[src/lfbq_pkg.sv]
// Shared types, codes and helpers for the line framing byte queue.
`default_nettype none

package lfbq_pkg;

    // Default number of bytes the ring store holds.
    localparam int CAPACITY_DEF = 4096;

    // Depth of the request queue between the front and the back.
    localparam int QUEUE_DEPTH = 2;

    // Fixed field widths of the request and result channels.
    localparam int KIND_W   = 2;
    localparam int BYTE_W   = 8;
    localparam int COUNT_W  = 13;
    localparam int STATUS_W = 3;
    localparam int LINE_W   = 7;

    // Request kinds as they arrive on the input channel.
    localparam logic [KIND_W-1:0] KIND_PUSH    = 2'd0;
    localparam logic [KIND_W-1:0] KIND_LINE    = 2'd1;
    localparam logic [KIND_W-1:0] KIND_DISCARD = 2'd2;
    localparam logic [KIND_W-1:0] KIND_IGNORE  = 2'd3;

    // Result status codes.
    localparam logic [STATUS_W-1:0] ST_PUSHED    = 3'd0;
    localparam logic [STATUS_W-1:0] ST_FULL      = 3'd1;
    localparam logic [STATUS_W-1:0] ST_LINE_BYTE = 3'd2;
    localparam logic [STATUS_W-1:0] ST_NO_LINE   = 3'd3;
    localparam logic [STATUS_W-1:0] ST_DISCARDED = 3'd4;

    // Longest line ever returned, terminator included, and its reset value.
    localparam logic [LINE_W-1:0] LINE_LIMIT   = 7'd64;
    localparam logic [LINE_W-1:0] MAX_LINE_RST = 7'd64;

    // Line terminators.
    localparam logic [BYTE_W-1:0] CH_LF = 8'h0A;
    localparam logic [BYTE_W-1:0] CH_CR = 8'h0D;

    // Register index of max_line on the configuration port.
    localparam logic REG_MAX_LINE = 1'b0;

    // A classified request as it travels through the request queue.
    typedef struct packed {
        logic [KIND_W-1:0]  op;
        logic [BYTE_W-1:0]  data;
        logic [COUNT_W-1:0] count;
    } t_cmd;

    function automatic logic is_term(input logic [BYTE_W-1:0] b);
        return (b == CH_LF) || (b == CH_CR);
    endfunction

endpackage

`default_nettype wire

[src/lfbq_cmd_queue.sv]
// Small request queue that decouples the front end from the back end.
`default_nettype none

module lfbq_cmd_queue import lfbq_pkg::*; (
    input  wire logic i_clk,
    input  wire logic i_rst_n,
    input  wire logic i_push,
    input  wire t_cmd i_cmd,
    output logic      o_full,
    output logic      o_valid,
    output t_cmd      o_cmd,
    input  wire logic i_pop
);

    localparam int QAW = (QUEUE_DEPTH > 1) ? $clog2(QUEUE_DEPTH) : 1;
    localparam int QCW = $clog2(QUEUE_DEPTH + 1);

    t_cmd           r_slot [QUEUE_DEPTH];
    logic [QAW-1:0] r_wr, n_wr;
    logic [QAW-1:0] r_rd, n_rd;
    logic [QCW-1:0] r_fill, n_fill;

    always_comb begin
        n_wr   = r_wr;
        n_rd   = r_rd;
        n_fill = r_fill;
        if (i_push) begin
            n_wr = (r_wr == QAW'(QUEUE_DEPTH - 1)) ? '0 : r_wr + 1'b1;
        end
        if (i_pop) begin
            n_rd = (r_rd == QAW'(QUEUE_DEPTH - 1)) ? '0 : r_rd + 1'b1;
        end
        if (i_push && !i_pop) begin
            n_fill = r_fill + 1'b1;
        end else if (i_pop && !i_push) begin
            n_fill = r_fill - 1'b1;
        end
    end

    always_ff @(posedge i_clk) begin
        if (!i_rst_n) begin
            r_wr   <= '0;
            r_rd   <= '0;
            r_fill <= '0;
        end else begin
            r_wr   <= n_wr;
            r_rd   <= n_rd;
            r_fill <= n_fill;
        end
    end

    always_ff @(posedge i_clk) begin
        if (i_push) begin
            r_slot[r_wr] <= i_cmd;
        end
    end

    assign o_full  = (r_fill == QCW'(QUEUE_DEPTH));
    assign o_valid = (r_fill != '0);
    assign o_cmd   = r_slot[r_rd];

endmodule

`default_nettype wire

[config.mk]
export PLATFORM = sky130hd
export DESIGN_NAME = lfbq_cmd_queue
export DESIGN_NICKNAME = d
export VERILOG_FILES = /design/src/lfbq_pkg.sv /design/src/lfbq_cmd_queue.sv
export SDC_FILE = /design/constraint.sdc
export NUM_CORES = 1
export LEC_CHECK = 0
export CAP_MARGIN = 5
export CELL_PAD_IN_SITES_DETAIL_PLACEMENT = 1
export CELL_PAD_IN_SITES_GLOBAL_PLACEMENT = 1
export CORE_UTILIZATION = 50
export CTS_CLUSTER_DIAMETER = 200
export CTS_CLUSTER_SIZE = 8
export DETAILED_ROUTE_END_ITERATION = 10
export DONT_BUFFER_PORTS = 1
export GPL_TIMING_DRIVEN = 0
export PLACE_DENSITY = 0.83
export SLEW_MARGIN = 20
export SYNTH_ARGS = -nofsm -noshare
export SYNTH_HDL_FRONTEND = slang
export SYNTH_SLANG_ARGS = --single-unit
[constraint.sdc]
create_clock -name i_clk -period 5.1 [get_ports i_clk]
set_input_delay 1.02 -clock i_clk [delete_from_list [all_inputs] [get_ports i_clk]]
set_output_delay 1.02 -clock i_clk [all_outputs]
set_load 0.01 [all_outputs]
==> results.sh <==
export IMPL_grt_util_all_layers_pct=14.7
export IMPL_synthTopCellsByArea="edfxtp_1, mux2_2, dfxtp_1, and2_1, xor2_1"
export IMPL_yosys_area_share_simple_pct=3.13
export IMPL_final_antenna_net_count=0
export IMPL_yosysTopAreaCellShare_pct=73.6
export IMPL_diodes=0
export IMPL_vias=765
export IMPL_syn_avg_cell_area_um2=20.2
export IMPL_p_per_area_nw_per_um2=379
export IMPL_tightest_slew_ns=1.08
export IMPL_hold_path_depth=2
export IMPL_synthCells=93
export IMPL_core_area_um2=3470
export IMPL_cts_setup_buffers=0
export IMPL_drtIter0Drc=26
export IMPL_relSlewSlack_pct=27.8
export IMPL_hold_start="r_fill[1]$_SDFFE_PN0P_"
export IMPL_grt_overflow_total=0
export IMPL_finalMaxSlewViolations=0
export IMPL_synth_fp_nets=121
export IMPL_synth_area_leader_cell="edfxtp_1"
export IMPL_rsz0062_at_grt="false"
export IMPL_setup_tns_ns=0
export IMPL_gp_congestion=0.612
export IMPL_critPathCaptureType="output port"
export IMPL_crit_required_ns=4.08
export IMPL_ctsHoldBuffers=0
export IMPL_hold_end="r_fill[1]$_SDFFE_PN0P_"
export IMPL_dr_pass1_iters=4
export IMPL_muxShareOfSynthArea_pct=13.8
export IMPL_vias_per_cell=5.17
export IMPL_post_dp_cell_area_um2=1950
export IMPL_ys_warnings_count=0
export IMPL_finalHoldViolations=0
export IMPL_hold_class="reg2reg"
export IMPL_crit_type="reg2out"
export IMPL_wl_um=2730
export IMPL_synth_area_um2=1880
export IMPL_start_util_pct=54.1
export IMPL_cts_max_path_buffers=2
export IMPL_fin_nets=129
export IMPL_crit_path_start_kind="register"
export IMPL_fin_crit_sh_pct=45.8
export IMPL_synth_adder_area_share_pct=0.667
export IMPL_final_area_um2=2030
export IMPL_synthXorXnorAreaFrac_pct=1.40
export IMPL_die_y_um=63.3
export IMPL_path_max_fanout=10
export IMPL_drive_above_1_share_pct=33.3
export IMPL_timing_rr_start="r_wr$_SDFFE_PN0P_"
export IMPL_yosysSeqAreaShare_pct=78.9
export IMPL_die_w_um=63.3
export IMPL_cts_buffers=5
export IMPL_period_needed_ns=2.34
export IMPL_root_buffer="clkbuf_8"
export IMPL_cts_tree="built"
export IMPL_fin_cells=148
export IMPL_dieArea_um2=4000
export IMPL_drc=0
export IMPL_grt_max_degree=24
export IMPL_area_delta_synth_final_pct=8.27
export IMPL_skew_ns=0.00564
export IMPL_cellLeakagePower_nw=0.677
export IMPL_timing_rr_end="r_slot[1][4]$_DFFE_PP_"
export IMPL_grt_pass1_vias=887
export IMPL_wl_per_cell_um=18.4
export IMPL_clock_sink_count=51
export IMPL_dp_cells=140
export IMPL_cts_clk_slew_worst_paths_ns=0.08
export IMPL_cap_violations=0
export IMPL_synth_top_family_by_area="multiplexers"
export IMPL_synth_cell_types=16
export IMPL_dp_hpwl_um=1910
export IMPL_synth_compound_area_share_pct=1.07
export IMPL_pin_count=52
export IMPL_clk_latency_ns=0.28
export IMPL_synth_seq_cells=51
export IMPL_antenna_found_initial=0
export IMPL_setup_viol=0
export IMPL_r2r_slack_ns=3.48
export IMPL_rows=21
export IMPL_reg2reg_depth=1
export IMPL_ir_worst_vdd_uv=215
export IMPL_ctsResizeCount=0
export IMPL_grt_pass1_wl_um=4260
export IMPL_hold_slack_ns=0.512
export IMPL_htree_levels=2
export IMPL_port_buffers=0
export IMPL_critPathArrivalTime_ns=1.32
export IMPL_fmax_mhz=428
export IMPL_status="finished clean"
critical path, cell delays in order, from the launching register on:
cell     delay [ns]
dfxtp_1        0.42
buf_4          0.22
mux2_2         0.39
kinds of logic after synthesis:
kind of cell	count (synthesis)
flops	51
mux	23
simple gates	9
compound gates	3
xor+xnor	3
buf+inv	3
fa+ha+maj	1
routing by layer:
layer,vias to the layer above,GRT usage (%),part of all wire (%)
li1,367,-,-
met5,-,0,0
met1,369,13.3,36
met4,0,5.97,1.4
met2,24,28.6,56
met3,5,5.43,7.1
report_power, final:
group | switching [mW] | total (mW) | internal (mW)
sequential | 0.00841 | 0.489 | 0.481
combinational | 0.0380 | 0.0701 | 0.0320
clock | 0.113 | 0.211 | 0.0976
worst max-delay path by stage:
stage,endpoint,cells after the start,slack (ns)
2_1_floorplan,r_slot[0][0]$_DFFE_PP_,1,2.58
5_1_grt,o_cmd[0],2,2.68
4_1_cts,o_cmd[20],2,2.73
6_report,o_cmd[7],2,2.76
3_3_place_gp,r_slot[0][2]$_DFFE_PP_,1,2.14
3_5_place_dp,r_slot[1][2]$_DFFE_PP_,1,2.83
layout by cell type, fill, tap and decap left out:
cell | netlist | layout
edfxtp_1 | 46 | 46
mux2_2 | 23 | 23
dfxtp_1 | 5 | 5
clkbuf_8 | 0 | 5
and2_1 | 4 | 4
clkbuf_1 | 0 | 3
buf_4 | 2 | 2
xor2_1 | 2 | 2
inv_1 | 1 | 1
and2b_2 | 1 | 1
or2_2 | 1 | 1
nor2b_2 | 0 | 1
xnor2_1 | 1 | 1
nor2b_1 | 2 | 1
o21a_1 | 1 | 1
o21ai_0 | 1 | 1
or3_1 | 1 | 1
a21boi_1 | 1 | 1
ha_1 | 1 | 1
buf_8 | 0 | 1
metrics by stage:
stage          util [%]  power (mW)  setup slack [ns]
2_1_floorplan         -       0.556              2.58
3_5_place_dp       56.3       0.571              2.83
5_1_grt            58.6       0.794              2.68
3_3_place_gp       55.8       0.566              2.14
6_report           58.6       0.770              2.76
4_1_cts            58.6       0.776              2.73
flip-flops by register name (all words and copies together) (netlist names), named ones only:
register,cells
r_fill,2
r_wr,1
r_rd,1
r_slot,46
Yosys cell counts (all sizes together):
| library cell | count |
|---|---|
| a21boi | 1 |
| and2 | 4 |
| and2b | 1 |
| buf | 2 |
| dfxtp | 5 |
| edfxtp | 46 |
| ha | 1 |
| inv | 1 |
| mux2 | 23 |
| nor2b | 2 |
| o21a | 1 |
| o21ai | 1 |
| or2 | 1 |
| or3 | 1 |
| xnor2 | 1 |
| xor2 | 2 |
area by class of cell:
class | count | area (um2)
timing repair buffer | 1 | 15.0
fill | 300 | 1440
buffer | 2 | 15.0
multi-input combinational | 39 | 379
clock buffer | 8 | 80.1
inverter | 1 | 3.75
sequential | 51 | 1480
tap | 46 | 57.6
Note: power is estimated with default switching activity, not from simulation.
