<file path="config.mk">
export PLATFORM = sky130hd
export DESIGN_NAME = lfbq_back
export DESIGN_NICKNAME = d
export VERILOG_FILES = /design/src/lfbq_pkg.sv /design/src/lfbq_back.sv
export SDC_FILE = /design/constraint.sdc
export NUM_CORES = 1
export LEC_CHECK = 0
export BUFFER_PORTS_ARGS = -buffer_cell sky130_fd_sc_hd__buf_2
export CAP_MARGIN = 20
export CORE_MARGIN = 2
export CORE_UTILIZATION = 45
export CTS_CLUSTER_SIZE = 28
export DETAILED_ROUTE_END_ITERATION = 6
export PLACE_DENSITY_LB_ADDON = 0.25
export SLEW_MARGIN = 20
export SYNTH_ARGS = -nofsm -noshare
export SYNTH_HDL_FRONTEND = slang
export SYNTH_SLANG_ARGS = --single-unit
</file>
<file path="constraint.sdc">
create_clock -name i_clk -period 6.13 [get_ports i_clk]
set_input_delay 0.9195 -clock i_clk [delete_from_list [all_inputs] [get_ports i_clk]]
set_output_delay 0.9195 -clock i_clk [all_outputs]
set_load 0.005 [all_outputs]
</file>
<file path="src/lfbq_pkg.sv">
// Shared types, codes and helpers for the line framing byte queue.
`default_nettype none

package lfbq_pkg;

    // Default number of bytes the ring store holds.
    localparam int CAPACITY_DEF = 4096;

    // Depth of the request queue between the front and the back.
    localparam int QUEUE_DEPTH = 2;

    // Fixed field widths of the request and result channels.
    localparam int KIND_W   = 2;
    localparam int BYTE_W   = 8;
    localparam int COUNT_W  = 13;
    localparam int STATUS_W = 3;
    localparam int LINE_W   = 7;

    // Request kinds as they arrive on the input channel.
    localparam logic [KIND_W-1:0] KIND_PUSH    = 2'd0;
    localparam logic [KIND_W-1:0] KIND_LINE    = 2'd1;
    localparam logic [KIND_W-1:0] KIND_DISCARD = 2'd2;
    localparam logic [KIND_W-1:0] KIND_IGNORE  = 2'd3;

    // Result status codes.
    localparam logic [STATUS_W-1:0] ST_PUSHED    = 3'd0;
    localparam logic [STATUS_W-1:0] ST_FULL      = 3'd1;
    localparam logic [STATUS_W-1:0] ST_LINE_BYTE = 3'd2;
    localparam logic [STATUS_W-1:0] ST_NO_LINE   = 3'd3;
    localparam logic [STATUS_W-1:0] ST_DISCARDED = 3'd4;

    // Longest line ever returned, terminator included, and its reset value.
    localparam logic [LINE_W-1:0] LINE_LIMIT   = 7'd64;
    localparam logic [LINE_W-1:0] MAX_LINE_RST = 7'd64;

    // Line terminators.
    localparam logic [BYTE_W-1:0] CH_LF = 8'h0A;
    localparam logic [BYTE_W-1:0] CH_CR = 8'h0D;

    // Register index of max_line on the configuration port.
    localparam logic REG_MAX_LINE = 1'b0;

    // A classified request as it travels through the request queue.
    typedef struct packed {
        logic [KIND_W-1:0]  op;
        logic [BYTE_W-1:0]  data;
        logic [COUNT_W-1:0] count;
    } t_cmd;

    function automatic logic is_term(input logic [BYTE_W-1:0] b);
        return (b == CH_LF) || (b == CH_CR);
    endfunction

endpackage

`default_nettype wire

</file>
<file path="src/lfbq_back.sv">
// Back end: carries out queued requests on the ring store and drives results.
`default_nettype none

module lfbq_back import lfbq_pkg::*; #(
    parameter int CAPACITY = CAPACITY_DEF
) (
    input  wire logic                        i_clk,
    input  wire logic                        i_rst_n,
    input  wire logic [LINE_W-1:0]           i_max_line,
    input  wire logic                        i_q_valid,
    input  wire t_cmd                        i_q_cmd,
    output logic                             o_q_pop,
    output logic                             o_ram_we,
    output logic      [$clog2(CAPACITY)-1:0] o_ram_waddr,
    output logic      [BYTE_W-1:0]           o_ram_wdata,
    output logic                             o_ram_re,
    output logic      [$clog2(CAPACITY)-1:0] o_ram_raddr,
    input  wire logic [BYTE_W-1:0]           i_ram_rdata,
    output logic                             o_valid,
    output logic      [STATUS_W-1:0]         o_status,
    output logic      [BYTE_W-1:0]           o_data_res,
    output logic                             o_last,
    input  wire logic                        i_stall
);

    localparam int PW = $clog2(CAPACITY);
    localparam int CW = $clog2(CAPACITY + 1);
    localparam int SW = CW + 1;
    localparam int MW = (CW > COUNT_W) ? CW : COUNT_W;
    localparam logic [SW-1:0] CAP_S = SW'(CAPACITY);

    localparam logic [2:0] S_IDLE     = 3'd0;
    localparam logic [2:0] S_LEAD_RD  = 3'd1;
    localparam logic [2:0] S_LEAD_CHK = 3'd2;
    localparam logic [2:0] S_SCAN_RD  = 3'd3;
    localparam logic [2:0] S_SCAN_CHK = 3'd4;
    localparam logic [2:0] S_EMIT_RD  = 3'd5;
    localparam logic [2:0] S_EMIT_OUT = 3'd6;
    localparam logic [2:0] S_NO_LINE  = 3'd7;

    logic [2:0]          r_state, n_state;
    logic [PW-1:0]       r_rp, n_rp;
    logic [CW-1:0]       r_cnt, n_cnt;
    logic [LINE_W-1:0]   r_idx, n_idx;
    logic [LINE_W-1:0]   r_len, n_len;
    logic                r_ov, n_ov;
    logic [STATUS_W-1:0] r_ostat, n_ostat;
    logic [BYTE_W-1:0]   r_odata, n_odata;
    logic                r_olast, n_olast;

    logic                w_slot_free;
    logic                w_full;
    logic [PW-1:0]       w_rp_inc;
    logic [LINE_W-1:0]   w_limit;
    logic [LINE_W-1:0]   w_span;
    logic [CW-1:0]       w_drop_n;
    logic [MW-1:0]       w_req_ext;
    logic [MW-1:0]       w_cnt_ext;

    function automatic logic [PW-1:0] ring_add(input logic [PW-1:0] base,
                                               input logic [CW-1:0] off);
        logic [SW-1:0] sum;
        sum = SW'(base) + SW'(off);
        if (sum >= CAP_S) begin
            sum = sum - CAP_S;
        end
        return sum[PW-1:0];
    endfunction

    assign w_slot_free = !r_ov || !i_stall;
    assign w_full      = (r_cnt == CW'(CAPACITY));
    assign w_rp_inc    = (r_rp == PW'(CAPACITY - 1)) ? '0 : r_rp + 1'b1;
    assign w_limit     = (i_max_line > LINE_LIMIT) ? LINE_LIMIT : i_max_line;
    assign w_span      = (r_cnt < CW'(w_limit)) ? r_cnt[LINE_W-1:0] : w_limit;
    assign w_req_ext   = MW'(i_q_cmd.count);
    assign w_cnt_ext   = MW'(r_cnt);
    assign w_drop_n    = (w_req_ext < w_cnt_ext) ? w_req_ext[CW-1:0] : r_cnt;

    always_comb begin
        n_state     = r_state;
        n_rp        = r_rp;
        n_cnt       = r_cnt;
        n_idx       = r_idx;
        n_len       = r_len;
        n_ov        = r_ov && i_stall;
        n_ostat     = r_ostat;
        n_odata     = r_odata;
        n_olast     = r_olast;
        o_q_pop     = 1'b0;
        o_ram_we    = 1'b0;
        o_ram_waddr = ring_add(r_rp, r_cnt);
        o_ram_wdata = i_q_cmd.data;
        o_ram_re    = 1'b0;
        o_ram_raddr = r_rp;

        case (r_state)
            S_IDLE: begin
                if (i_q_valid) begin
                    case (i_q_cmd.op)
                        KIND_PUSH: begin
                            if (w_slot_free) begin
                                o_q_pop = 1'b1;
                                n_ov    = 1'b1;
                                n_odata = '0;
                                n_olast = 1'b1;
                                if (w_full) begin
                                    n_ostat = ST_FULL;
                                end else begin
                                    n_ostat  = ST_PUSHED;
                                    o_ram_we = 1'b1;
                                    n_cnt    = r_cnt + 1'b1;
                                end
                            end
                        end
                        KIND_DISCARD: begin
                            if (w_slot_free) begin
                                o_q_pop = 1'b1;
                                n_rp    = ring_add(r_rp, w_drop_n);
                                n_cnt   = r_cnt - w_drop_n;
                                n_ov    = 1'b1;
                                n_ostat = ST_DISCARDED;
                                n_odata = '0;
                                n_olast = 1'b1;
                            end
                        end
                        KIND_LINE: begin
                            o_q_pop = 1'b1;
                            n_state = S_LEAD_RD;
                        end
                        default: begin
                            o_q_pop = 1'b1;
                        end
                    endcase
                end
            end
            S_LEAD_RD: begin
                if (r_cnt == '0) begin
                    n_state = S_NO_LINE;
                end else begin
                    o_ram_re = 1'b1;
                    n_state  = S_LEAD_CHK;
                end
            end
            S_LEAD_CHK: begin
                if (is_term(i_ram_rdata)) begin
                    n_rp    = w_rp_inc;
                    n_cnt   = r_cnt - 1'b1;
                    n_state = S_LEAD_RD;
                end else begin
                    n_idx   = '0;
                    n_state = S_SCAN_RD;
                end
            end
            S_SCAN_RD: begin
                if (r_idx >= w_span) begin
                    n_state = S_NO_LINE;
                end else begin
                    o_ram_re    = 1'b1;
                    o_ram_raddr = ring_add(r_rp, CW'(r_idx));
                    n_state     = S_SCAN_CHK;
                end
            end
            S_SCAN_CHK: begin
                if (is_term(i_ram_rdata)) begin
                    n_len   = r_idx + 1'b1;
                    n_state = S_EMIT_RD;
                end else begin
                    n_idx   = r_idx + 1'b1;
                    n_state = S_SCAN_RD;
                end
            end
            S_EMIT_RD: begin
                o_ram_re = 1'b1;
                n_state  = S_EMIT_OUT;
            end
            S_EMIT_OUT: begin
                if (w_slot_free) begin
                    n_ov    = 1'b1;
                    n_ostat = ST_LINE_BYTE;
                    n_odata = i_ram_rdata;
                    n_olast = (r_len == LINE_W'(1));
                    n_rp    = w_rp_inc;
                    n_cnt   = r_cnt - 1'b1;
                    n_len   = r_len - 1'b1;
                    n_state = (r_len == LINE_W'(1)) ? S_IDLE : S_EMIT_RD;
                end
            end
            S_NO_LINE: begin
                if (w_slot_free) begin
                    n_ov    = 1'b1;
                    n_ostat = ST_NO_LINE;
                    n_odata = '0;
                    n_olast = 1'b1;
                    n_state = S_IDLE;
                end
            end
            default: begin
                n_state = S_IDLE;
            end
        endcase
    end

    always_ff @(posedge i_clk) begin
        if (!i_rst_n) begin
            r_state <= S_IDLE;
            r_rp    <= '0;
            r_cnt   <= '0;
            r_idx   <= '0;
            r_len   <= '0;
            r_ov    <= 1'b0;
        end else begin
            r_state <= n_state;
            r_rp    <= n_rp;
            r_cnt   <= n_cnt;
            r_idx   <= n_idx;
            r_len   <= n_len;
            r_ov    <= n_ov;
        end
    end

    always_ff @(posedge i_clk) begin
        r_ostat <= n_ostat;
        r_odata <= n_odata;
        r_olast <= n_olast;
    end

    assign o_valid    = r_ov;
    assign o_status   = r_ostat;
    assign o_data_res = r_odata;
    assign o_last     = r_olast;

endmodule

`default_nettype wire

</file>
==> reports/qor.yml <==
io_pins: 90
fp-row-count: 41
syn2layout_area_growth_pct: 9.58
layoutNonFillerInstCount: 960
hold_depth: 2
cts_buffer_depth: 2
cp.required_ns: 5.21
cts_tree: "done"
syn_area_um2: 5870
port-buffer-count: 73
clkSlewWorstSetupHoldPaths_ns: 0.08
outcome: "finished clean"
worst_hold_path_type: "reg -> reg"
die-area_um2: 14000
finalNetCount: 903
fin_skew_ns: 0.0137
relSlewSlack: 0.406
drt_iter0_drc: 461
cts_buffers: 5
slew_viol_final: 0
place_area_um2: 6290
via_per_inst: 5.91
initial_utilization: 0.464
min_period_ns: 5.73
hold_path_end: "r_len[5]"
r2r_slack_ns: 1.13
final.setup.tns_ns: 0
setup_ws_ns: 0.402
grt_overflow: 0
stdcell_area_um2: 6440
wirelength_um: 16700
post_cts_resized: 0
dp.cells: 952
setup_violations: 0
synth.distinct_cells: 82
final.period_utilization: 0.934
power.leakage_nw: 2.88
drt-wirelength-per-cell_um: 17.3
syn_nets: 855
irDropWorstVdd_mv: 0.239
avgSynthCellArea_um2: 7.95
synthArstFlopShare: 0
final_cell_mix: "75 x nor2_1, 73 x buf_2, 70 x ha_1, 65 x o21ai_0, 52 x nand2_1"
seq_area_um2: 1220
core-area_um2: 12700
layout_commonest_cell: "nor2_1"
insertedDiodeCount: 0
totalPowerFinal_mw: 3.00
cp-startpoint: "i_max_line[6]"
synth_ff_type: "dfxtp_1"
worstReg2RegStart: "r_cnt[12]"
min_from: "r_len[5]"
cts_root_buffer: "clkbuf_16"
insertion_delay_ns: 0.31
antenna_left: 0
antenna_found_initial: 0
grt_pass1_vias: 5480
h-tree-depth: 2
postCtsHoldBufs: 0
fillers: 1291
final_hold_viol_count: 0
grt_pass1_wl_um: 27300
synth_warnings: 0
startpoint_type: "input pin"
track_usage: 0.240
multi_input_area_um2: 4300
gp_congestion: 0.902
die_h_um: 118
clkSinkCount: 55
rr_worst_depth: 17
drive_above_1_share: 0.152
maxCapViolations: 0
grt_max_degree: 37
fmax_ghz: 0.175
dr.pass1.iters: 5
fin_util: 0.508
tightestPinTransition_ns: 0.891
dr_total_vias: 5676
pre_cts_slack_ns: 0.423
cp_max_fo: 7
power_density_nw_per_um2: 466
worstPathArrival_ns: 4.81
yosysSeqAreaShare: 0.208
worstReg2RegEnd: "r_cnt[12]"
post_cts_buffers: 0
critPathCaptureType: "output port"
whs_ns: 0.495
synth_edf_count: 12
drcViolationCount: 0
dp_hpwl_um: 13000
rsz0062_at_grt: "false"
die_w_um: 118
crit_type: "in -> out"
synthCells: 739
synth-seq-cells: 55
## report_power, final
part / total (mW) / switching [mW] / leakage, nW / internal (mW)
Clock: 0.308 / 0.154 / 0.0742 / 0.154
Sequential: 0.681 / 0.220 / 0.460 / 0.461
Combinational: 2.01 / 1.12 / 2.35 / 0.896
Total: 3.00 / 1.49 / 2.88 / 1.51
## cell usage after synthesis, types with 18 or more instances
library cell  number  area share
a21oi_1           50       0.043
nand2_1           52       0.033
xor2_1            18       0.027
o21ai_0           65       0.055
dfxtp_1           43        0.15
nand2b_1          18       0.019
xnor2_1           18       0.027
a21o_1            18       0.023
inv_1             44       0.028
ha_1              70        0.15
nor2_1            75       0.048
clkbuf_1          20       0.013
## worst max-delay path, stage by stage
cell	delay [ns]
buf_2	0.12
inv_1	0.19
nand2_1	0.11
ha_1	0.29
a21o_1	0.16
a21o_1	0.17
a21o_1	0.18
a21oi_2	0.17
o2111ai_4	0.22
mux2i_1	0.25
ha_1	0.25
nand2b_1	0.14
a21o_1	0.17
a21o_1	0.20
a221oi_4	0.33
o211ai_4	0.13
a2111oi_0	0.51
xor2_1	0.18
buf_2	0.13
## cells by family (layout without fill, tap and decap cells)
logic type / count (synthesis) / in the layout / synth area share
simple gates: 242 / 242 / 0.208
xor+xnor: 36 / 36 / 0.0537
compound gates: 230 / 230 / 0.265
fa+ha+maj: 74 / 74 / 0.163
buf+inv: 80 / 129 / 0.0607
mux: 22 / 22 / 0.0417
flops: 55 / 55 / 0.208
## cell type report
cell class              count  area share
clock buffers               5      0.0194
flip-flops and latches     55       0.190
repair buffers             76      0.0603
clock inverters             3     0.00350
inverters                  45      0.0262
well taps                 172      0.0334
multi-input cells         604       0.667
## flip-flops by register name (all words and copies together), names as in the netlist
| register | count |
|---|---|
| r_cnt | 13 |
| o_status | 3 |
| r_len | 7 |
| o_valid | 1 |
| r_idx | 7 |
| r_state | 3 |
| r_rp | 12 |
| o_data_res | 8 |
| o_last | 1 |
## worst max path at each step
stage                     cells past startpoint         endpoint
after floorplan                              16  o_ram_raddr[10]
after global placement                       18   o_ram_raddr[8]
after detailed placement                     19  o_ram_raddr[10]
after CTS                                    19  o_ram_raddr[10]
after global routing                         19  o_ram_raddr[10]
final                                        19   o_ram_raddr[8]
## per-layer routing
metal | wire (µm) | track usage | up-vias | share of wire
li1 | - | - | 2810 | -
met1 | 7690 | 0.317 | 2673 | 0.46
met2 | 7770 | 0.402 | 163 | 0.47
met3 | 819 | 0.0304 | 30 | 0.049
met4 | 369 | 0.0828 | 0 | 0.022
met5 | 0 | 0 | - | 0
(Power assumes the default switching activity.)
