<file path="config.mk">
export PLATFORM = sky130hd
export DESIGN_NAME = lfbq_front
export DESIGN_NICKNAME = d
export VERILOG_FILES = /design/src/lfbq_pkg.sv /design/src/lfbq_front.sv
export SDC_FILE = /design/constraint.sdc
export NUM_CORES = 1
export LEC_CHECK = 0
export BUFFER_PORTS_ARGS = -buffer_cell sky130_fd_sc_hd__buf_2
export CAP_MARGIN = 0
export CORE_AREA = 2 2 39 41
export DETAILED_ROUTE_END_ITERATION = 7
export DIE_AREA = 0 0 41 43
export PLACE_DENSITY = 0.56
export SLEW_MARGIN = 40
export SYNTH_ARGS = -nofsm -noshare
export SYNTH_HDL_FRONTEND = slang
export SYNTH_SLANG_ARGS = --single-unit
</file>
<file path="constraint.sdc">
create_clock -name vclk -period 0.8
set_input_delay 0.08 -clock vclk [all_inputs]
set_output_delay 0.08 -clock vclk [all_outputs]
set_load 0.005 [all_outputs]
</file>
<file path="src/lfbq_pkg.sv">
// Shared types, codes and helpers for the line framing byte queue.
`default_nettype none

package lfbq_pkg;

    // Default number of bytes the ring store holds.
    localparam int CAPACITY_DEF = 4096;

    // Depth of the request queue between the front and the back.
    localparam int QUEUE_DEPTH = 2;

    // Fixed field widths of the request and result channels.
    localparam int KIND_W   = 2;
    localparam int BYTE_W   = 8;
    localparam int COUNT_W  = 13;
    localparam int STATUS_W = 3;
    localparam int LINE_W   = 7;

    // Request kinds as they arrive on the input channel.
    localparam logic [KIND_W-1:0] KIND_PUSH    = 2'd0;
    localparam logic [KIND_W-1:0] KIND_LINE    = 2'd1;
    localparam logic [KIND_W-1:0] KIND_DISCARD = 2'd2;
    localparam logic [KIND_W-1:0] KIND_IGNORE  = 2'd3;

    // Result status codes.
    localparam logic [STATUS_W-1:0] ST_PUSHED    = 3'd0;
    localparam logic [STATUS_W-1:0] ST_FULL      = 3'd1;
    localparam logic [STATUS_W-1:0] ST_LINE_BYTE = 3'd2;
    localparam logic [STATUS_W-1:0] ST_NO_LINE   = 3'd3;
    localparam logic [STATUS_W-1:0] ST_DISCARDED = 3'd4;

    // Longest line ever returned, terminator included, and its reset value.
    localparam logic [LINE_W-1:0] LINE_LIMIT   = 7'd64;
    localparam logic [LINE_W-1:0] MAX_LINE_RST = 7'd64;

    // Line terminators.
    localparam logic [BYTE_W-1:0] CH_LF = 8'h0A;
    localparam logic [BYTE_W-1:0] CH_CR = 8'h0D;

    // Register index of max_line on the configuration port.
    localparam logic REG_MAX_LINE = 1'b0;

    // A classified request as it travels through the request queue.
    typedef struct packed {
        logic [KIND_W-1:0]  op;
        logic [BYTE_W-1:0]  data;
        logic [COUNT_W-1:0] count;
    } t_cmd;

    function automatic logic is_term(input logic [BYTE_W-1:0] b);
        return (b == CH_LF) || (b == CH_CR);
    endfunction

endpackage

`default_nettype wire

</file>
<file path="src/lfbq_front.sv">
// Front end: accepts requests, classifies them and queues the ones with work.
`default_nettype none

module lfbq_front import lfbq_pkg::*; (
    input  wire logic               i_valid,
    input  wire logic [KIND_W-1:0]  i_kind,
    input  wire logic [BYTE_W-1:0]  i_data,
    input  wire logic [COUNT_W-1:0] i_count,
    output logic                    o_stall,
    input  wire logic               i_q_full,
    output logic                    o_push,
    output t_cmd                    o_cmd
);

    logic w_has_work;

    // Unknown kinds are taken and dropped here; they produce no result.
    always_comb begin
        case (i_kind)
            KIND_PUSH, KIND_LINE, KIND_DISCARD: w_has_work = 1'b1;
            default:                            w_has_work = 1'b0;
        endcase
    end

    assign o_stall     = i_q_full;
    assign o_push      = i_valid && !i_q_full && w_has_work;
    assign o_cmd.op    = i_kind;
    assign o_cmd.data  = (i_kind == KIND_PUSH) ? i_data : '0;
    assign o_cmd.count = (i_kind == KIND_DISCARD) ? i_count : '0;

endmodule

`default_nettype wire

</file>
==> metrics.log, run 1 <==
INFO  metric first_pass_grt_wire_length = 1097 µm
INFO  metric layout.clock_buffers = 0
INFO  metric final.fill_count = 151
INFO  metric worstPathCellList = buf_6 -> buf_4 -> a211oi_1 -> buf_2
INFO  metric flops_and_latches = 0
INFO  metric yosysUniqueCellTypes = 8
INFO  metric post-cts-setup-buffers = 0
INFO  metric fp.dieW = 41 µm
INFO  metric min_to = o_stall
INFO  metric crit_path_top_delay_cell = a211oi_1
INFO  metric port_buffers = 50
INFO  metric postSynthCellCount = 29
INFO  metric placed_cell_area = 447.9 µm²
INFO  metric worst_vdd_ir = 0.1295 mV
INFO  metric drt_pre_antenna_iters = 2
INFO  metric timing.critical_path.to_type = primary output
INFO  metric comb_power_share = 100.0%
INFO  metric core_region_area = 0.001384 mm²
INFO  metric vias = 359
INFO  metric grt.total_usage = 8.192%
INFO  metric finish.net_count = 104
INFO  metric sw_frac_of_total = 35.34%
INFO  metric dpl.cell_count = 92
INFO  metric worstPathMaxFanout = 4
INFO  metric regArea = 0 µm²
INFO  metric timing.critical_path.required = 720 ps
INFO  metric synth_sequential_area_ratio = 0%
INFO  metric synth_top_cell_by_area = and2_1
INFO  metric antenna_cells_inserted = 0
INFO  metric fp.dieH = 43 µm
INFO  metric clock_power_share = 0%
INFO  metric max_cap_viol_count = 0
INFO  metric grt_setup_unrepaired = no
INFO  metric antenna_left = 0
INFO  metric timing.final.setup_violations = 0
INFO  metric first_global_vias = 307
INFO  metric drtIter0Drc = 1
INFO  metric floorplan.initialDensity = 14.74%
INFO  metric yosys.cell_count.top_type = and2_1
INFO  metric hold_path.class = in2out
INFO  metric hold_path_depth = 2
INFO  metric post_layout_nonfiller_instances = 93
INFO  metric post_synth_instance_area = 203.9 µm²
INFO  metric routed_wirelength_normalized_by_instance_count = 7.957 µm
INFO  metric status = finished clean
INFO  metric power_per_cell_area = 389.0 mW/mm²
INFO  metric synth_commonest_cells = and2_1, and2_2, buf_4
INFO  metric net-switching-power = 67.77 µW
INFO  metric timing.setup.critical_path_class = in2out
INFO  metric cell_internal_pwr = 124.0 µW
INFO  metric synth.top_cells.by_area = and2_1, and2_2, buf_4, nor2b_4, buf_6
INFO  metric slew_violations = 0
INFO  metric drive_gt1_share = 83.12%
INFO  metric power.sequential.fraction = 0%
INFO  metric holdCritStartpoint = i_q_full
INFO  metric cp_slowest_stage_delay = 180 ps
INFO  metric worst-slew-pin-transition = 169.3 ps
INFO  metric remaining_drc_errors = 0
INFO  metric antenna_found_initial = 0
INFO  metric critical_path.startpoint_type = primary input
INFO  metric overflow = 0
INFO  metric io_pins = 50
INFO  metric timing.final.crit_share = 90.66%
INFO  metric grt_start_max_net_pins = 9
INFO  metric period_minus_slack = 725.3 ps
INFO  metric detail_route.vias_per_cell = 3.860
INFO  metric max_freq = 1379 MHz
INFO  metric multi_input_comb_area = 192.7 µm²
INFO  metric synth_nets = 54
INFO  metric detailedPlacementHpwl = 617.9 µm
INFO  metric synth_warnings = 0
INFO  metric p_leak = 0.0003264 µW
INFO  metric place.gp.congestion = 0.6752
INFO  metric timing.critical_path.arrival = 650 ps
INFO  metric finalWirelength = 740 µm
INFO  metric finish.utilization = 35.62%
INFO  metric synth.top_cell.area_share = 39.88%
INFO  metric placement_rows = 14
INFO  metric final-hold-violation-count = 0
INFO  metric final_cell_area = 493.0 µm²
INFO  metric slew_headroom = 88.65%
INFO  metric flow.area_growth_from_synthesis = 141.7%
INFO  metric die_area = 0.001763 mm²
INFO  metric synthesis.area_per_instance = 7.033 µm²
==> cells in the final DEF, fill, tap and decap left out <==
| master | synthesis | layout |
|---|---|---|
| and2_1 | 13 | 11 |
| buf_6 | 1 | 3 |
| buf_4 | 3 | 1 |
| and2_4 | 0 | 2 |
| buf_2 | 0 | 47 |
| nor2b_4 | 1 | 2 |
| nor2_4 | 0 | 1 |
| a211oi_1 | 1 | 1 |
| and2_2 | 8 | 8 |
| inv_1 | 1 | 1 |
==> stage by stage <==
| stage | worst slack [ps] | hold slack [ps] | power [µW] | TNS, ps |
|---|---|---|---|---|
| 3_5_place_dp | -75.67 | 346.8 | 170.0 | -699.8 |
| 6_report | 74.69 | 345.3 | 191.8 | 0 |
| 4_1_cts | -0.1883 | 346.8 | 177.3 | -0.1883 |
| 5_1_grt | 1.319 | 367.9 | 213.9 | 0 |
| 3_3_place_gp | -42.24 | 343.5 | 167.2 | -323.2 |
| 2_1_floorplan | 251.1 | 189.9 | 72.14 | 0 |
==> worst max path at each step <==
stage | from | end | slack [ps] | cells past startpoint
final | i_kind[0] | o_push | 70 | 4
after floorplan | i_kind[0] | o_cmd[13] | 250 | 2
after global routing | i_kind[1] | o_cmd[2] | 1 | 4
after detailed placement | i_kind[0] | o_cmd[13] | -80 | 4
after global placement | i_kind[0] | o_cmd[16] | -40 | 4
after CTS | i_kind[0] | o_cmd[13] | -0.2 | 4
==> final cells by class <==
cell class / instances / share of cell area [%]
well taps: 16 / 4.061
multi-input cells: 25 / 39.09
repair buffers: 51 / 56.09
inverters: 1 / 0.7614
==> critical path: cells and delay by family <==
family / cells / cell delay [ps]
AO/OA/AOI/OAI: 1 / 180
buffers and inverters: 3 / 390
==> cell families (layout without fill, tap and decap cells) <==
logic type / Yosys count / in the layout / synth area share, %
simple gates: 23 / 24 / 77.91
buf+inv: 5 / 52 / 18.40
compound gates: 1 / 1 / 3.682
==> what timing repair did <==
item / in CTS / in global routing
pin swaps: 0 / 2
setup endpoints to repair: 21 / 22
hold buffers: 0 / 0
gates resized for setup: 1 / 10
gates cloned: 1 / 0
==> power groups by stage <==
stage / logic, µW / clock network, µW / registers, µW
detailed placement: 170 / 0 / 0
floorplan: 72.1 / 0 / 0
global route: 214 / 0 / 0
global placement: 167 / 0 / 0
CTS: 177 / 0 / 0
finish: 192 / 0 / 0
==> metal layers <==
layer	GRT usage [%]	wire length (µm)	part of all wire, %
met4	0	0	0
met1	11.39	290	39
met3	0	111	15
met2	14.37	338	46
met5	0	0	0
Note: power is estimated with default switching activity, not from simulation.
==> run 2: changes to the inputs <==
==> constraint.sdc (replaced) <==
create_clock -name vclk -period 0.9
set_input_delay 0.09 -clock vclk [all_inputs]
set_output_delay 0.09 -clock vclk [all_outputs]
set_load 0.005 [all_outputs]
==> run 2 against run 1 <==
Critical path depth unchanged. Sequential share of layout area is the same. Setup slack better by 9.9 ps. Global-route usage down 0.90 points. Routed wire length shrank 9.7%. Critical path type unchanged. Highest routed layer unchanged.
==> metrics.log, run 2 (synthesized netlist as in run 1, its figures left out) <==
INFO  metric final-hold-violation-count = 0 (unchanged)
INFO  metric routed_wirelength_normalized_by_instance_count = 7.341 µm (was 7.957 µm)
INFO  metric layout.clock_buffers = 0 (unchanged)
INFO  metric final_cell_area = 442.9 µm² (was 493.0 µm²)
INFO  metric timing.setup.critical_path_class = in2out (unchanged)
INFO  metric max_cap_viol_count = 0 (unchanged)
INFO  metric slew_violations = 0 (unchanged)
INFO  metric port_buffers = 50 (unchanged)
INFO  metric fp.dieH = 43 µm (unchanged)
INFO  metric placement_rows = 14 (unchanged)
INFO  metric min_to = o_stall (unchanged)
INFO  metric slew_headroom = 85.95% (was 88.65%)
INFO  metric placed_cell_area = 440.4 µm² (was 447.9 µm²)
INFO  metric overflow = 0 (unchanged)
INFO  metric finalWirelength = 668 µm (was 740 µm)
INFO  metric worstPathMaxFanout = 13 (was 4)
INFO  metric finish.utilization = 32.01% (was 35.62%)
INFO  metric cts_repair_resize_count = 0 (was 1)
INFO  metric clock_power_share = 0% (about the same)
INFO  metric core_region_area = 0.001384 mm² (unchanged)
INFO  metric net-switching-power = 53.07 µW (was 67.77 µW)
INFO  metric floorplan.initialDensity = 14.74% (unchanged)
INFO  metric hold_path.class = in2out (unchanged)
INFO  metric antenna_left = 0 (unchanged)
INFO  metric detailedPlacementHpwl = 619.2 µm (was 617.9 µm)
INFO  metric first_global_vias = 282 (was 307)
INFO  metric fp.dieW = 41 µm (unchanged)
INFO  metric drtIter0Drc = 1 (unchanged)
INFO  metric cell_internal_pwr = 92.69 µW (was 124.0 µW)
INFO  metric worst_vdd_ir = 0.1163 mV (was 0.1295 mV)
INFO  metric cts_hold_repair.buffers = 0 (unchanged)
INFO  metric io_pins = 50 (unchanged)
INFO  metric worstPathCellList = buf_2 -> nor2b_4 -> and2_1 -> buf_2 (was buf_6 -> buf_4 -> a211oi_1 -> buf_2)
INFO  metric flops_and_latches = 0 (unchanged)
INFO  metric timing.final.setup_violations = 0 (unchanged)
INFO  metric timing.critical_path.required = 810 ps (was 720 ps)
INFO  metric timing.critical_path.mode_cell = buf_2
INFO  metric timing.critical_path.to_type = primary output (unchanged)
INFO  metric most-common-layout-cells = buf_2, and2_1, and2_2 (unchanged)
INFO  metric sw_frac_of_total = 36.41% (was 35.34%)
INFO  metric cp_slowest_stage_delay = 250 ps (was 180 ps)
INFO  metric antenna_cells_inserted = 0 (unchanged)
INFO  metric grt_start_max_net_pins = 14 (was 9)
INFO  metric power.sequential.fraction = 0% (about the same)
INFO  metric flow.area_growth_from_synthesis = 117.2% (was 141.7%)
INFO  metric post-layout-total-power = 145.8 µW (was 191.8 µW)
INFO  metric regArea = 0 µm² (unchanged)
INFO  metric holdWs = 366.4 ps (was 345.3 ps)
INFO  metric status = finished clean (unchanged)
INFO  metric layout_commonest_cell = buf_2 (unchanged)
INFO  metric grt_setup_unrepaired = yes (was no)
INFO  metric p_leak = 0.0003051 µW (was 0.0003264 µW)
INFO  metric vias = 341 (was 359)
INFO  metric crit_path_top_delay_cell = nor2b_4 (was a211oi_1)
INFO  metric holdCritStartpoint = i_q_full (unchanged)
INFO  metric finish.net_count = 102 (was 104)
INFO  metric period_minus_slack = 815.4 ps
INFO  metric critical_path.startpoint_type = primary input (unchanged)
INFO  metric worst-slew-pin-transition = 209.5 ps (was 169.3 ps)
INFO  metric post-cts-setup-buffers = 0 (unchanged)
INFO  metric detail_route.vias_per_cell = 3.747 (was 3.860)
INFO  metric max_freq = 1226 MHz
INFO  metric grt.total_usage = 7.293% (was 8.192%)
INFO  metric place.gp.congestion = 0.6590 (was 0.6752)
INFO  metric first_pass_grt_wire_length = 986 µm (was 1097 µm)
INFO  metric timing.final.crit_share = 90.60%
INFO  metric comb_power_share = 100.0% (about the same)
INFO  metric power_per_cell_area = 329.1 mW/mm² (was 389.0 mW/mm²)
INFO  metric timing.critical_path.arrival = 730 ps (was 650 ps)
INFO  metric drt_pre_antenna_iters = 2 (unchanged)
INFO  metric drive_gt1_share = 80.00% (was 83.12%)
INFO  metric antenna_found_initial = 0 (unchanged)
INFO  metric die_area = 0.001763 mm² (unchanged)
INFO  metric hold_path_depth = 2 (unchanged)
INFO  metric remaining_drc_errors = 0 (unchanged)
[run 2: cell types whose count changed in the layout (fill, tap and decap cells not counted)]
cell,previous run,this run
buf_4,1,0
and2_4,2,0
buf_2,47,50
and2_1,11,13
nor2_2,0,1
buf_6,3,0
nor2b_4,2,1
nor2_4,1,0
[run 2: stage by stage]
stage / setup WS, ps / cells / setup TNS, ps
CTS: 5.823 / 91 / 0
floorplan: 331.1 / 29 / 0
global route: -6.518 / 91 / -12.20
finish: 84.63 / 91 / 0
global placement: 19.17 / 91 / 0
detailed placement: 5.699 / 91 / 0
[run 2: how the worst max path moves through the flow]
stage | start | end | slack (ps)
2_1_floorplan | i_kind[0] | o_cmd[13] | 330
3_3_place_gp | i_kind[0] | o_cmd[20] | 20
3_5_place_dp | i_kind[0] | o_cmd[13] | 6
4_1_cts | i_kind[0] | o_cmd[13] | 6
5_1_grt | i_kind[1] | o_cmd[9] | -7
6_report | i_kind[1] | o_cmd[2] | 80
[run 2: area by class of cell]
| cell class | count | area, µm² |
|---|---|---|
| fill | 154 | 940.9 |
| inverter | 1 | 3.754 |
| multi-input combinational | 24 | 168.9 |
| tap | 16 | 20.02 |
| timing repair buffer | 50 | 250.2 |
[run 2: power groups by stage]
stage               logic, µW  registers (µW)  clock network (µW)
floorplan                64.1               0                   0
global placement          146               0                   0
detailed placement        147               0                   0
CTS                       148               0                   0
global route              167               0                   0
finish                    146               0                   0
[run 2: worst max-delay path, delay by kind of cell]
| family | cells | cell delay (ps) |
|---|---|---|
| and+or+nand+nor | 2 | 400 |
| buffers and inverters | 2 | 230 |
[run 2: metal layers]
layer  share of wire (%)  vias to the layer above  routed length, µm  global-route usage (%)
li1                    -                      176                  -                       -
met1                  32                      131                214                   7.595
met2                  47                       34                316                   14.69
met3                  21                        0                137                   1.047
met4                   0                        0                  0                       0
met5                   0                        -                  0                       0
